<file path="src/hdl/glmf_pkg.sv">
// Package for the gyro low-pass and running median filter.
// Holds field widths, register index codes, reset values and the cell control struct.
// No dependencies.
package glmf_pkg;

	// Field widths
	localparam int SAMPLE_W   = 16;
	localparam int RATE_W     = 17;
	localparam int ALPHA_W    = 9;
	localparam int CFG_IDX_W  = 8;
	localparam int CFG_DATA_W = 16;
	localparam int M_TDATA_W  = 24;

	// Default structure parameters
	localparam int WINDOW_DEF    = 10;
	localparam int FRAC_BITS_DEF = 8;

	// Unity weight in Q1.8 and the reset weight (about 0.4)
	localparam logic [ALPHA_W-1:0] ALPHA_ONE   = 9'd256;
	localparam logic [ALPHA_W-1:0] ALPHA_RESET = 9'd102;

	// Configuration register indexes
	localparam logic [CFG_IDX_W-1:0] REG_ZERO_OFFSET = 8'd0;
	localparam logic [CFG_IDX_W-1:0] REG_ALPHA_Q8    = 8'd1;

	// Control broadcast from the sequencer to every median cell
	typedef struct packed {
		logic load;
		logic shift;
	} cell_ctrl_t;

endpackage

</file>
<file path="src/hdl/gyro_lowpass_median_filter_unit.sv">
// Gyro z-rate low-pass filter followed by a running upper median over WINDOW values.
// The input is accepted only in the idle state, so a new sample waits until the last result
// is registered at the output; the WINDOW - 1 shift passes of the cell ring dominate that wait.
// Reset (arst_n low, asynchronous) clears the filter state, history ring, write slot and
// registers to zero offset and weight 102. Depends on glmf_pkg, glmf_iir and glmf_cell.
module gyro_lowpass_median_filter_unit import glmf_pkg::*; #(
	parameter int WINDOW    = WINDOW_DEF,
	parameter int FRAC_BITS = FRAC_BITS_DEF
) (
	input  logic                  clk,
	input  logic                  arst_n,
	// Input stream
	input  logic                  s_tvalid,
	output logic                  s_tready,
	input  logic [SAMPLE_W-1:0]   s_tdata,   // [15:0] gyro_sample
	// Output stream
	output logic                  m_tvalid,
	input  logic                  m_tready,
	output logic [M_TDATA_W-1:0]  m_tdata,   // [16:0] median_rate, [23:17] zero
	// Configuration writes
	input  logic                  cfg_valid,
	output logic                  cfg_ready,
	input  logic [CFG_IDX_W-1:0]  cfg_index,
	input  logic [CFG_DATA_W-1:0] cfg_data
);

	localparam int IDX_W = $clog2(WINDOW);
	localparam logic [IDX_W-1:0] LAST_SLOT  = IDX_W'(WINDOW - 1);
	localparam logic [IDX_W-1:0] LAST_SHIFT = IDX_W'(WINDOW - 2);

	localparam logic [2:0] ST_IDLE  = 3'd0;
	localparam logic [2:0] ST_FILT  = 3'd1;
	localparam logic [2:0] ST_LOAD  = 3'd2;
	localparam logic [2:0] ST_SHIFT = 3'd3;
	localparam logic [2:0] ST_OUT   = 3'd4;

	logic [2:0]                state_q;
	logic [IDX_W-1:0]          write_slot_q;
	logic [IDX_W-1:0]          shift_cnt_q;
	logic signed [SAMPLE_W-1:0] zero_offset_q;
	logic [ALPHA_W-1:0]        alpha_q;
	logic                      m_valid_q;
	logic signed [RATE_W-1:0]  m_data_q;

	logic                      in_xfer;
	logic                      iir_done;
	logic signed [RATE_W-1:0]  iir_whole;
	cell_ctrl_t                cell_ctrl;
	logic signed [RATE_W-1:0]  circ_val [WINDOW];
	logic [IDX_W-1:0]          circ_idx [WINDOW];
	logic signed [RATE_W-1:0]  med_val  [WINDOW];
	logic [WINDOW-1:0]         is_med;
	logic signed [RATE_W-1:0]  median;
	logic                      out_free;

	// Configuration registers; writes are always taken.
	assign cfg_ready = 1'b1;

	always_ff @(posedge clk or negedge arst_n) begin
		if (!arst_n) begin
			zero_offset_q <= '0;
			alpha_q       <= ALPHA_RESET;
		end else if (cfg_valid && cfg_ready) begin
			unique case (cfg_index)
				REG_ZERO_OFFSET: zero_offset_q <= cfg_data[SAMPLE_W-1:0];
				REG_ALPHA_Q8:    alpha_q       <= cfg_data[ALPHA_W-1:0];
				default: ;
			endcase
		end
	end

	// Low-pass filter datapath.
	assign s_tready = (state_q == ST_IDLE);
	assign in_xfer  = s_tvalid && s_tready;

	glmf_iir #(
		.FRAC_BITS(FRAC_BITS)
	) u_iir (
		.clk        (clk),
		.arst_n     (arst_n),
		.start      (in_xfer),
		.gyro_sample(s_tdata),
		.zero_offset(zero_offset_q),
		.alpha_q8   (alpha_q),
		.done       (iir_done),
		.whole      (iir_whole)
	);

	// Cell ring: each cell takes its neighbor's circulating value every shift cycle.
	assign cell_ctrl.load  = (state_q == ST_LOAD);
	assign cell_ctrl.shift = (state_q == ST_SHIFT);

	for (genvar i = 0; i < WINDOW; i++) begin : g_cell
		localparam int PREV = (i == 0) ? WINDOW - 1 : i - 1;
		glmf_cell #(
			.WINDOW(WINDOW),
			.SLOT  (i)
		) u_cell (
			.clk         (clk),
			.arst_n      (arst_n),
			.ctrl        (cell_ctrl),
			.wr_en       ((state_q == ST_FILT) && iir_done && (write_slot_q == IDX_W'(i))),
			.wr_data     (iir_whole),
			.circ_val_in (circ_val[PREV]),
			.circ_idx_in (circ_idx[PREV]),
			.circ_val_out(circ_val[i]),
			.circ_idx_out(circ_idx[i]),
			.is_med      (is_med[i]),
			.med_val     (med_val[i])
		);
	end

	// Exactly one cell holds the median rank; merge the masked values.
	always_comb begin
		median = '0;
		for (int k = 0; k < WINDOW; k++) begin
			median = median | med_val[k];
		end
	end

	// Sequencer.
	assign out_free = !m_valid_q || m_tready;

	always_ff @(posedge clk or negedge arst_n) begin
		if (!arst_n) begin
			state_q      <= ST_IDLE;
			write_slot_q <= '0;
			shift_cnt_q  <= '0;
		end else begin
			unique case (state_q)
				ST_IDLE: begin
					if (in_xfer) begin
						state_q <= ST_FILT;
					end
				end
				ST_FILT: begin
					if (iir_done) begin
						write_slot_q <= (write_slot_q == LAST_SLOT) ? '0 : write_slot_q + 1'b1;
						state_q      <= ST_LOAD;
					end
				end
				ST_LOAD: begin
					shift_cnt_q <= '0;
					state_q     <= ST_SHIFT;
				end
				ST_SHIFT: begin
					shift_cnt_q <= shift_cnt_q + 1'b1;
					if (shift_cnt_q == LAST_SHIFT) begin
						state_q <= ST_OUT;
					end
				end
				ST_OUT: begin
					if (out_free) begin
						state_q <= ST_IDLE;
					end
				end
				default: state_q <= ST_IDLE;
			endcase
		end
	end

	// Output register; a waiting result holds until its transfer.
	always_ff @(posedge clk or negedge arst_n) begin
		if (!arst_n) begin
			m_valid_q <= 1'b0;
		end else if ((state_q == ST_OUT) && out_free) begin
			m_valid_q <= 1'b1;
		end else if (m_tready) begin
			m_valid_q <= 1'b0;
		end
	end

	always_ff @(posedge clk) begin
		if ((state_q == ST_OUT) && out_free) begin
			m_data_q <= median;
		end
	end

	assign m_tvalid = m_valid_q;
	assign m_tdata  = {{(M_TDATA_W - RATE_W){1'b0}}, m_data_q};

`ifndef SYNTHESIS
	// Ranks form a permutation, so one cell alone claims the median.
	a_one_median: assert property (@(posedge clk) disable iff (!arst_n)
		(state_q == ST_OUT) |-> $onehot(is_med))
		else $error("median rank held by zero or several cells");

	// The filter finishes only while the sequencer waits for it.
	a_done_in_filt: assert property (@(posedge clk) disable iff (!arst_n)
		iir_done |-> (state_q == ST_FILT))
		else $error("filter result arrived outside the filter wait");

	// The write slot stays inside the ring.
	a_slot_range: assert property (@(posedge clk) disable iff (!arst_n)
		write_slot_q <= LAST_SLOT)
		else $error("write slot beyond the ring");
`endif

endmodule

</file>
<file path="src/hdl/glmf_iir.sv">
// First-order low-pass stage: bias removal, weighted sum and truncation to an integer.
// Depends on glmf_pkg. Four pipeline stages from start to done.
module glmf_iir import glmf_pkg::*; #(
	parameter int FRAC_BITS = FRAC_BITS_DEF
) (
	input  logic                       clk,
	input  logic                       arst_n,
	input  logic                       start,
	input  logic signed [SAMPLE_W-1:0] gyro_sample,
	input  logic signed [SAMPLE_W-1:0] zero_offset,
	input  logic        [ALPHA_W-1:0]  alpha_q8,
	output logic                       done,
	output logic signed [RATE_W-1:0]   whole
);

	localparam int XW      = RATE_W + FRAC_BITS;
	localparam int PREV_W  = RATE_W + FRAC_BITS + 1;
	localparam int PW      = PREV_W + ALPHA_W + 1;
	localparam int AW      = PW + 1;
	localparam int SCALE_W = 8;

	logic                      v_s1, v_s2, v_s3, v_s4;
	logic signed [RATE_W-1:0]  x_s1;
	logic        [ALPHA_W-1:0] a_s1;
	logic signed [PW-1:0]      p_new_s2, p_old_s2;
	logic signed [PREV_W-1:0]  filter_prev_q;
	logic signed [RATE_W-1:0]  whole_s4;

	logic signed [XW-1:0]      x_big;
	logic        [ALPHA_W-1:0] b_weight;
	logic signed [AW-1:0]      acc;
	logic signed [AW-1:0]      acc_adj;
	logic signed [AW-1:0]      y_full;
	logic signed [PREV_W-1:0]  prev_adj;
	logic signed [PREV_W-1:0]  whole_full;

	// Valid pipeline
	always_ff @(posedge clk or negedge arst_n) begin
		if (!arst_n) begin
			v_s1 <= 1'b0;
			v_s2 <= 1'b0;
			v_s3 <= 1'b0;
			v_s4 <= 1'b0;
		end else begin
			v_s1 <= start;
			v_s2 <= v_s1;
			v_s3 <= v_s2;
			v_s4 <= v_s3;
		end
	end

	// Stage 1: remove the bias and saturate the weight to one.
	always_ff @(posedge clk) begin
		if (start) begin
			x_s1 <= RATE_W'(gyro_sample) - RATE_W'(zero_offset);
			a_s1 <= (alpha_q8 > ALPHA_ONE) ? ALPHA_ONE : alpha_q8;
		end
	end

	// Stage 2: the two weighted products.
	assign x_big    = XW'(x_s1) <<< FRAC_BITS;
	assign b_weight = ALPHA_ONE - a_s1;

	always_ff @(posedge clk) begin
		if (v_s1) begin
			p_new_s2 <= PW'($signed({1'b0, a_s1})) * PW'(x_big);
			p_old_s2 <= PW'($signed({1'b0, b_weight})) * PW'(filter_prev_q);
		end
	end

	// Stage 3: sum and divide by the weight scale, rounding toward zero.
	assign acc     = AW'(p_new_s2) + AW'(p_old_s2);
	assign acc_adj = acc + ((acc < 0) ? AW'((1 << SCALE_W) - 1) : AW'(0));
	assign y_full  = acc_adj >>> SCALE_W;

	always_ff @(posedge clk or negedge arst_n) begin
		if (!arst_n) begin
			filter_prev_q <= '0;
		end else if (v_s2) begin
			filter_prev_q <= y_full[PREV_W-1:0];
		end
	end

	// Stage 4: drop the fraction bits, rounding toward zero.
	assign prev_adj   = filter_prev_q
		+ ((filter_prev_q < 0) ? PREV_W'((1 << FRAC_BITS) - 1) : PREV_W'(0));
	assign whole_full = prev_adj >>> FRAC_BITS;

	always_ff @(posedge clk) begin
		if (v_s3) begin
			whole_s4 <= whole_full[RATE_W-1:0];
		end
	end

	assign done  = v_s4;
	assign whole = whole_s4;

endmodule

</file>
<file path="src/hdl/glmf_cell.sv">
// One median cell: holds one history value and ranks it against values passing along the chain.
// Depends on glmf_pkg.
module glmf_cell import glmf_pkg::*; #(
	parameter int WINDOW = WINDOW_DEF,
	parameter int SLOT   = 0,
	localparam int IDX_W = $clog2(WINDOW)
) (
	input  logic                     clk,
	input  logic                     arst_n,
	input  cell_ctrl_t               ctrl,
	input  logic                     wr_en,
	input  logic signed [RATE_W-1:0] wr_data,
	input  logic signed [RATE_W-1:0] circ_val_in,
	input  logic [IDX_W-1:0]         circ_idx_in,
	output logic signed [RATE_W-1:0] circ_val_out,
	output logic [IDX_W-1:0]         circ_idx_out,
	output logic                     is_med,
	output logic signed [RATE_W-1:0] med_val
);

	localparam logic [IDX_W-1:0] MY_SLOT  = IDX_W'(SLOT);
	localparam logic [IDX_W-1:0] MED_RANK = IDX_W'(WINDOW / 2);

	logic signed [RATE_W-1:0] own_q;
	logic signed [RATE_W-1:0] circ_val_q;
	logic [IDX_W-1:0]         circ_idx_q;
	logic [IDX_W-1:0]         rank_q;
	logic                     below;

	// History value, cleared at reset.
	always_ff @(posedge clk or negedge arst_n) begin
		if (!arst_n) begin
			own_q <= '0;
		end else if (wr_en) begin
			own_q <= wr_data;
		end
	end

	// Equal values are ordered by slot so that every rank is distinct.
	assign below = (circ_val_in < own_q) || ((circ_val_in == own_q) && (circ_idx_in < MY_SLOT));

	// Circulating copy and rank count.
	always_ff @(posedge clk) begin
		if (ctrl.load) begin
			circ_val_q <= own_q;
			circ_idx_q <= MY_SLOT;
			rank_q     <= '0;
		end else if (ctrl.shift) begin
			circ_val_q <= circ_val_in;
			circ_idx_q <= circ_idx_in;
			if (below) begin
				rank_q <= rank_q + 1'b1;
			end
		end
	end

	assign circ_val_out = circ_val_q;
	assign circ_idx_out = circ_idx_q;
	assign is_med       = (rank_q == MED_RANK);
	assign med_val      = is_med ? own_q : '0;

endmodule

</file>
<file path="config.mk">
export PLATFORM = sky130hd
export DESIGN_NAME = gyro_lowpass_median_filter_unit
export DESIGN_NICKNAME = d
export VERILOG_FILES = /design/src/hdl/glmf_pkg.sv /design/src/hdl/gyro_lowpass_median_filter_unit.sv /design/src/hdl/glmf_iir.sv /design/src/hdl/glmf_cell.sv
export SDC_FILE = /design/constraint.sdc
export NUM_CORES = 2
export LEC_CHECK = 0
export ABC_CLOCK_PERIOD_IN_PS = 12400
export BUFFER_PORTS_ARGS = -buffer_cell sky130_fd_sc_hd__buf_4
export CORE_AREA = 3 3 278 280
export CTS_BUF_LIST = sky130_fd_sc_hd__clkbuf_4 sky130_fd_sc_hd__clkbuf_8 sky130_fd_sc_hd__clkbuf_16
export CTS_CLUSTER_SIZE = 40
export DETAILED_ROUTE_END_ITERATION = 16
export DIE_AREA = 0 0 281 283
export HOLD_SLACK_MARGIN = 0.12
export PLACE_DENSITY = 0.77
export SLEW_MARGIN = 20
export SYNTH_ARGS = -nofsm -noshare
export SYNTH_HDL_FRONTEND = slang
export SYNTH_SLANG_ARGS = --single-unit
</file>
<file path="constraint.sdc">
create_clock -name clk -period 12.4 [get_ports clk]
set_input_delay 1.24 -clock clk [delete_from_list [all_inputs] [get_ports clk]]
set_output_delay 1.24 -clock clk [all_outputs]
set_load 0.05 [all_outputs]
</file>
Word level (Yosys, flattened, before mapping)
Cells that the tools add are included.
{"block": "op_classes", "n_mul": 2, "eq_ne": 39, "n_lt_le_gt_ge": 23, "addsub": 17, "reduce_logical": 54, "muxes": 41, "bitwise": 9}
{"op": "$mux 17", "count": 30}
{"op": "$eq 17x17->1", "count": 10}
{"op": "$lt 17x17->1", "count": 10}
{"op": "$or 17x17->17", "count": 9}
{"op": "$eq 4x3->1 const B", "count": 14}
{"op": "$add 4x1->4 const B", "count": 12}
{"op": "$add 35x36->37", "count": 1}
{"op": "$lt 37x1->1 const B", "count": 1}
{"op": "$mul 10x26->36", "count": 1}
{"op": "$add 34x34->34", "count": 1}
{"op": "$mul 10x17->27", "count": 1}
{"op": "$lt 26x1->1 const B", "count": 1}
{"op": "$reduce_and 2->1", "count": 13}
{"op": "$add 25x25->25", "count": 1}
{"op": "$logic_and 1x1->1", "count": 23}
{"op": "$sub 16x16->17", "count": 1}
{"op": "$lt 4x3->1 const B", "count": 4}
{"op": "$mux 8", "count": 2}
{"op": "$pmux 3 s5", "count": 1}
{"op": "$eq 4x4->1 const B", "count": 3}
{"op": "$mux 3", "count": 4}
{"op": "$logic_or 1x1->1", "count": 11}
{"op": "$gt 9x9->1 const B", "count": 1}
{"op": "$sub 9x9->9 const A", "count": 1}
{"op": "other kinds (20)", "count": 29}
{"block": "totals", "ff_bits": 610, "word_cells": 242}

Logic depth before layout (Yosys ltp)
{"block": "depth", "word_depth": 11, "depth_mapped": 30, "ltp_nobuf": 26}

By module
A second synthesis with hierarchy kept.
{"block": "unflattened", "hier_cells": 4692, "area_unflattened_um2": 47103.9}
{"module": "glmf_iir", "area_per_inst_um2": 21733.3, "cells_each": 2294, "seq_area_each_um2": 3933.8, "instances": 1}
{"module": "glmf_cell at g_cell[3].u_cell ...", "area_per_inst_um2": 2268.4, "cells_each": 219, "seq_area_each_um2": 1096.1, "instances": 2}
{"module": "gyro_lowpass_median_filter_unit", "area_per_inst_um2": 2645.0, "cells_each": 233, "seq_area_each_um2": 1441.4, "instances": 1}
{"module": "glmf_cell at g_cell[2].u_cell", "area_per_inst_um2": 2352.3, "cells_each": 219, "seq_area_each_um2": 1096.1, "instances": 1}
{"module": "glmf_cell at g_cell[1].u_cell", "area_per_inst_um2": 2296.0, "cells_each": 222, "seq_area_each_um2": 1096.1, "instances": 1}
{"module": "glmf_cell at g_cell[9].u_cell", "area_per_inst_um2": 2294.7, "cells_each": 219, "seq_area_each_um2": 1096.1, "instances": 1}
{"module": "glmf_cell at g_cell[8].u_cell", "area_per_inst_um2": 2290.9, "cells_each": 218, "seq_area_each_um2": 1096.1, "instances": 1}
{"module": "glmf_cell at g_cell[5].u_cell", "area_per_inst_um2": 2270.9, "cells_each": 219, "seq_area_each_um2": 1096.1, "instances": 1}
{"module": "glmf_cell at g_cell[0].u_cell", "area_per_inst_um2": 2242.2, "cells_each": 207, "seq_area_each_um2": 1096.1, "instances": 1}
{"module": "glmf_cell at g_cell[6].u_cell", "area_per_inst_um2": 2223.4, "cells_each": 212, "seq_area_each_um2": 1096.1, "instances": 1}
{"module": "glmf_cell at g_cell[4].u_cell", "area_per_inst_um2": 2218.4, "cells_each": 211, "seq_area_each_um2": 1096.1, "instances": 1}

Worst setup path before layout
OpenSTA, ideal clock, no wires.
{"block": "synth_path", "path_type": "register -> register", "from": "register u_iir.a_s1[1]", "to": "register u_iir.p_old_s2[34] (data pin)", "path_stages_with_launch": 29, "path_buffers": 3, "period_less_slack_ns": 7.057, "t_required_ns": 12.136, "setup_ns": 0.264, "slack_ns": 5.343, "t_arrival_ns": 6.793, "path_cell_list": "edfxtp_1 -> clkbuf_1 -> clkbuf_1 -> inv_1 -> ha_1 -> inv_1 -> nor2_1 -> xnor2_1 -> clkbuf_1 -> nand2_1 -> fa_1 -> fa_1 -> inv_1 -> fa_1 -> fa_1 -> inv_1 -> fa_1 -> inv_1 -> ha_1 -> and3_1 -> nand3_1 -> nor3_1 -> nand3b_1 -> o41ai_2 -> a211oi_1 -> nor3_1 -> o21bai_1 -> a221oi_1 -> xnor2_1"}
{"block": "synth_between", "elab_chain_len": 2}
{"item": "start: declaration", "line_no": "glmf_iir.sv:24", "text": "logic [ALPHA_W-1:0] a_s1;"}
{"item": "start signal: assignment", "line_no": "glmf_iir.sv:56", "text": "a_s1 <= (alpha_q8 > ALPHA_ONE) ? ALPHA_ONE : alpha_q8;"}
{"item": "$sub 9x9->9", "line_no": "glmf_iir.sv:62", "text": "assign b_weight = ALPHA_ONE - a_s1;"}
{"item": "$mul 10x26->36", "line_no": "glmf_iir.sv:67", "text": "p_old_s2 <= PW'($signed({1'b0, b_weight})) * PW'(filter_prev_q);"}
{"item": "end signal: assignment", "line_no": "glmf_iir.sv:67"}
{"item": "end: declaration", "line_no": "glmf_iir.sv:25", "text": "logic signed [PW-1:0] p_new_s2, p_old_s2;"}
Every way passes these cells.
A chain may end at the register's enable or synchronous reset.

Worst setup path after layout
{"block": "layout_path", "from": "register u_iir.a_s1[0]", "to": "register u_iir.p_old_s2[34] (data pin)"}
Same word-level chain as after synthesis.

==> results.json <==
{
  "antenna-diode-count": 0,
  "path_max_fanout": 33,
  "cts_max_level": 3,
  "outcome": "finished clean",
  "drt_drc_violations_left": 0,
  "rsz_0062_raised_after_global_routing": "no",
  "post_route_met1_wirelength_um": 46500,
  "initial_antenna_violation_count": 1,
  "wire_per_inst_um": 20.6,
  "wl_met2_um": 53500,
  "synthArstFlopShare": 0.389,
  "synth_area_leader_cell": "edfxtp_1",
  "clock_sink_count": 610,
  "ff_latch_area_sq_um": 16300,
  "syn-mean-instance-area_sq_um": 9.98,
  "timing.slew.headroom": 0.205,
  "hold_path_startpoint": "g_cell[9].u_cell.circ_idx_out[1]",
  "worst_margin_slew_ps": 1160,
  "io-pin-count": 72,
  "antenna_violation_net_count_after_detailed_routing": 0,
  "final_net_count": 5253,
  "cts_setup_buffers": 0,
  "detailed_place.area_sq_um": 46400,
  "placement.io_buffers": 63,
  "first_pass_iteration_count_of_the_detailed_router": 6,
  "max_cap_viol_count": 0,
  "post-route-period-util": 0.643,
  "hold_path.class": "reg -> reg",
  "detail_route.vias_per_cell": 5.96,
  "cts_resized": 0,
  "highest_routed_layer": "met5",
  "cts_max_path_buffers": 3,
  "1st_iter_drt_viols": 3088,
  "clock_network_latency_to_the_later_pin_of_the_worst_skew_pair_ps": 620,
  "cts_tree": "done",
  "pin_count_of_the_biggest_net_entering_global_routing": 113,
  "final-max-slew-violation-count": 0,
  "path_class": "reg -> reg",
  "grt.overflow.total": 0,
  "routed-via-count": 32896,
  "routed-wl-met3_um": 8510,
  "clock_period_minus_final_worst_setup_slack_ps": 7970,
  "placeableCoreArea_sq_um": 74700,
  "most_area_consuming_cells_after_synthesis": "edfxtp_1 (20%), fa_1 (14%), dfrtp_1 (13%)",
  "final-hold-violation-count": 0,
  "drt-total-wl_um": 114000,
  "die_w_um": 281,
  "postLayoutCellArea_sq_um": 48700,
  "setup.worst_path.start_class": "flop",
  "synthDistinctLibCells": 87,
  "initial_standard_cell_utilization_of_the_core": 0.603,
  "synth_top_flop_cell": "edfxtp_1",
  "clock_tree.root_cell": "clkbuf_16",
  "max_freq_mhz": 125,
  "finalWeightedCongestion": 0.912,
  "crit_end_element": "flop",
  "synthesis.yosys.warnings": 0,
  "synth-edff-count": 293,
  "worst_ep_arrival_time_ps": 8340,
  "final_critical_path_setup_slack_ps": 4430,
  "fin_setup_tns_ps": 0,
  "flow.area_growth_from_synthesis_pct": 8.24,
  "area_taken_by_multi_input_logic_gates_sq_um": 25700,
  "drive_above_1_share": 0.0907,
  "wire_length_of_the_first_global_routing_pass_um": 182000,
  "clk_pin_slew_ps": 60,
  "r2r-start": "u_iir.a_s1[0]",
  "critPathRequiredTime_ps": 12760,
  "critical_path_launch_point": "u_iir.a_s1[0]",
  "hpwl_um": 84700,
  "row_count": 100,
  "vias_in_the_first_global_route": 32946,
  "hold_buffers": 0,
  "worst_clock_skew_ps": 19.3,
  "setup_violations": 0,
  "synthDominantCellAreaShare": 0.195,
  "filler_cell_count": 5721,
  "numCtsBuffers": 68,
  "post_place_setup_slack_ps": 4520,
  "grt_use_total": 0.292,
  "die_area_sq_um": 79500,
  "seq_area_frac_synth": 0.363,
  "synthesis.instances": 4511,
  "synth-seq-cells": 610,
  "mappedNetlistArea_sq_um": 45000,
  "die_y_um": 283
}
==> critical path, stage by stage (launching register included) <==
cell and delay [ps]:
edfxtp_1 570, buf_4 400, inv_1 110, ha_1 960, nand2_1 160, fa_1 520
inv_1 60, fa_1 530, fa_1 440, fa_1 560, inv_1 60, fa_1 530
inv_1 40, ha_1 350, and3_1 270, nand3_1 110, nor3_1 50, nand3b_1 210
o41ai_2 700, a211oi_1 220, nor3_1 230, o21bai_1 160, a221oi_1 360, xnor2_1 100
==> layout by cell type, fill, tap and decap left out, drive strengths merged, types with 45 or more instances in the layout <==
cell type,instances
a21o,61
a21oi,128
a22oi,51
and2,210
buf,107
clkbuf,88
dfrtp,233
dfxtp,80
edfxtp,293
fa,323
ha,386
inv,611
mux2,136
nand2,544
nand3,99
nand4,62
nor2,156
nor2b,62
o21ai,314
xnor2,104
xor2,45
==> stage by stage <==
step / utilization / hold WS [ps] / instances
floorplan: - / 352 / 4517
global placement: 0.621 / 425 / 5398
detailed placement: 0.621 / 437 / 5398
CTS: 0.652 / 447 / 5524
global route: 0.652 / 470 / 5524
finish: 0.652 / 442 / 5524
==> Yosys cell counts, types with 61 or more instances <==
library cell / count
inv_1: 605
clkbuf_1: 172
dfxtp_1: 80
mux2_2: 135
a21oi_1: 127
o21ai_0: 311
ha_1: 386
nand2_1: 543
edfxtp_1: 293
a21o_1: 61
nand4_1: 61
nor2b_1: 62
xnor2_1: 104
and2_1: 208
nand3_1: 99
nor2_1: 156
dfrtp_1: 233
fa_1: 323
==> flip-flops by register name (all words and copies together) (netlist names), 3 cells and up <==
register,cells
g_cell.u_cell.circ_val_out,170
g_cell.u_cell.own_q,170
g_cell.u_cell.circ_idx_out,40
g_cell.u_cell.rank_q,40
u_iir.p_old_s2,36
u_iir.p_new_s2,27
u_iir.filter_prev_q,26
m_data_q,17
u_iir.whole,17
u_iir.x_s1,17
zero_offset_q,16
alpha_q,9
u_iir.a_s1,9
shift_cnt_q,4
write_slot_q,4
state_q,3
==> final timing paths <==
kind                                                          to  slack (ps)  cells past startpoint
worst max-delay path                          u_iir.p_old_s2[34]        4430                     23
worst min-delay path            g_cell[9].u_cell.circ_idx_out[1]         440                      2
worst min register to register  g_cell[9].u_cell.circ_idx_out[1]         440                      2
worst max register to register                u_iir.p_old_s2[34]        4430                     23
min in group asynchronous                       zero_offset_q[0]         530                      1
max in group asynchronous             g_cell[6].u_cell.own_q[14]        8970                      4
==> area by class of cell <==
| class | count | share of cell area |
|---|---|---|
| Multi-Input combinational cell | 3106 | 0.528 |
| Clock buffer | 88 | 0.0393 |
| Sequential cell | 610 | 0.335 |
| Clock inverter | 38 | 0.00889 |
| Inverter | 606 | 0.0468 |
| Tap cell | 969 | 0.0249 |
| Timing Repair Buffer | 107 | 0.0166 |
==> routing by layer <==
| layer | up-vias | track usage |
|---|---|---|
| met4 | 2 | 0.123 |
| li1 | 15210 | - |
| met2 | 1243 | 0.466 |
| met1 | 16175 | 0.395 |
| met5 | - | 0 |
| met3 | 266 | 0.0521 |
==> cell families after synthesis <==
family	Yosys count	synth area share
other cells	2	0.000167
compound gates	798	0.112
simple gates	1294	0.141
flops	610	0.363
fa+ha+maj	709	0.251
xor+xnor	149	0.0290
mux	148	0.0367
buf+inv	801	0.0675
Power is not shown: default switching activity piles up to over one toggle a cycle in this logic, so the estimate is an artifact.
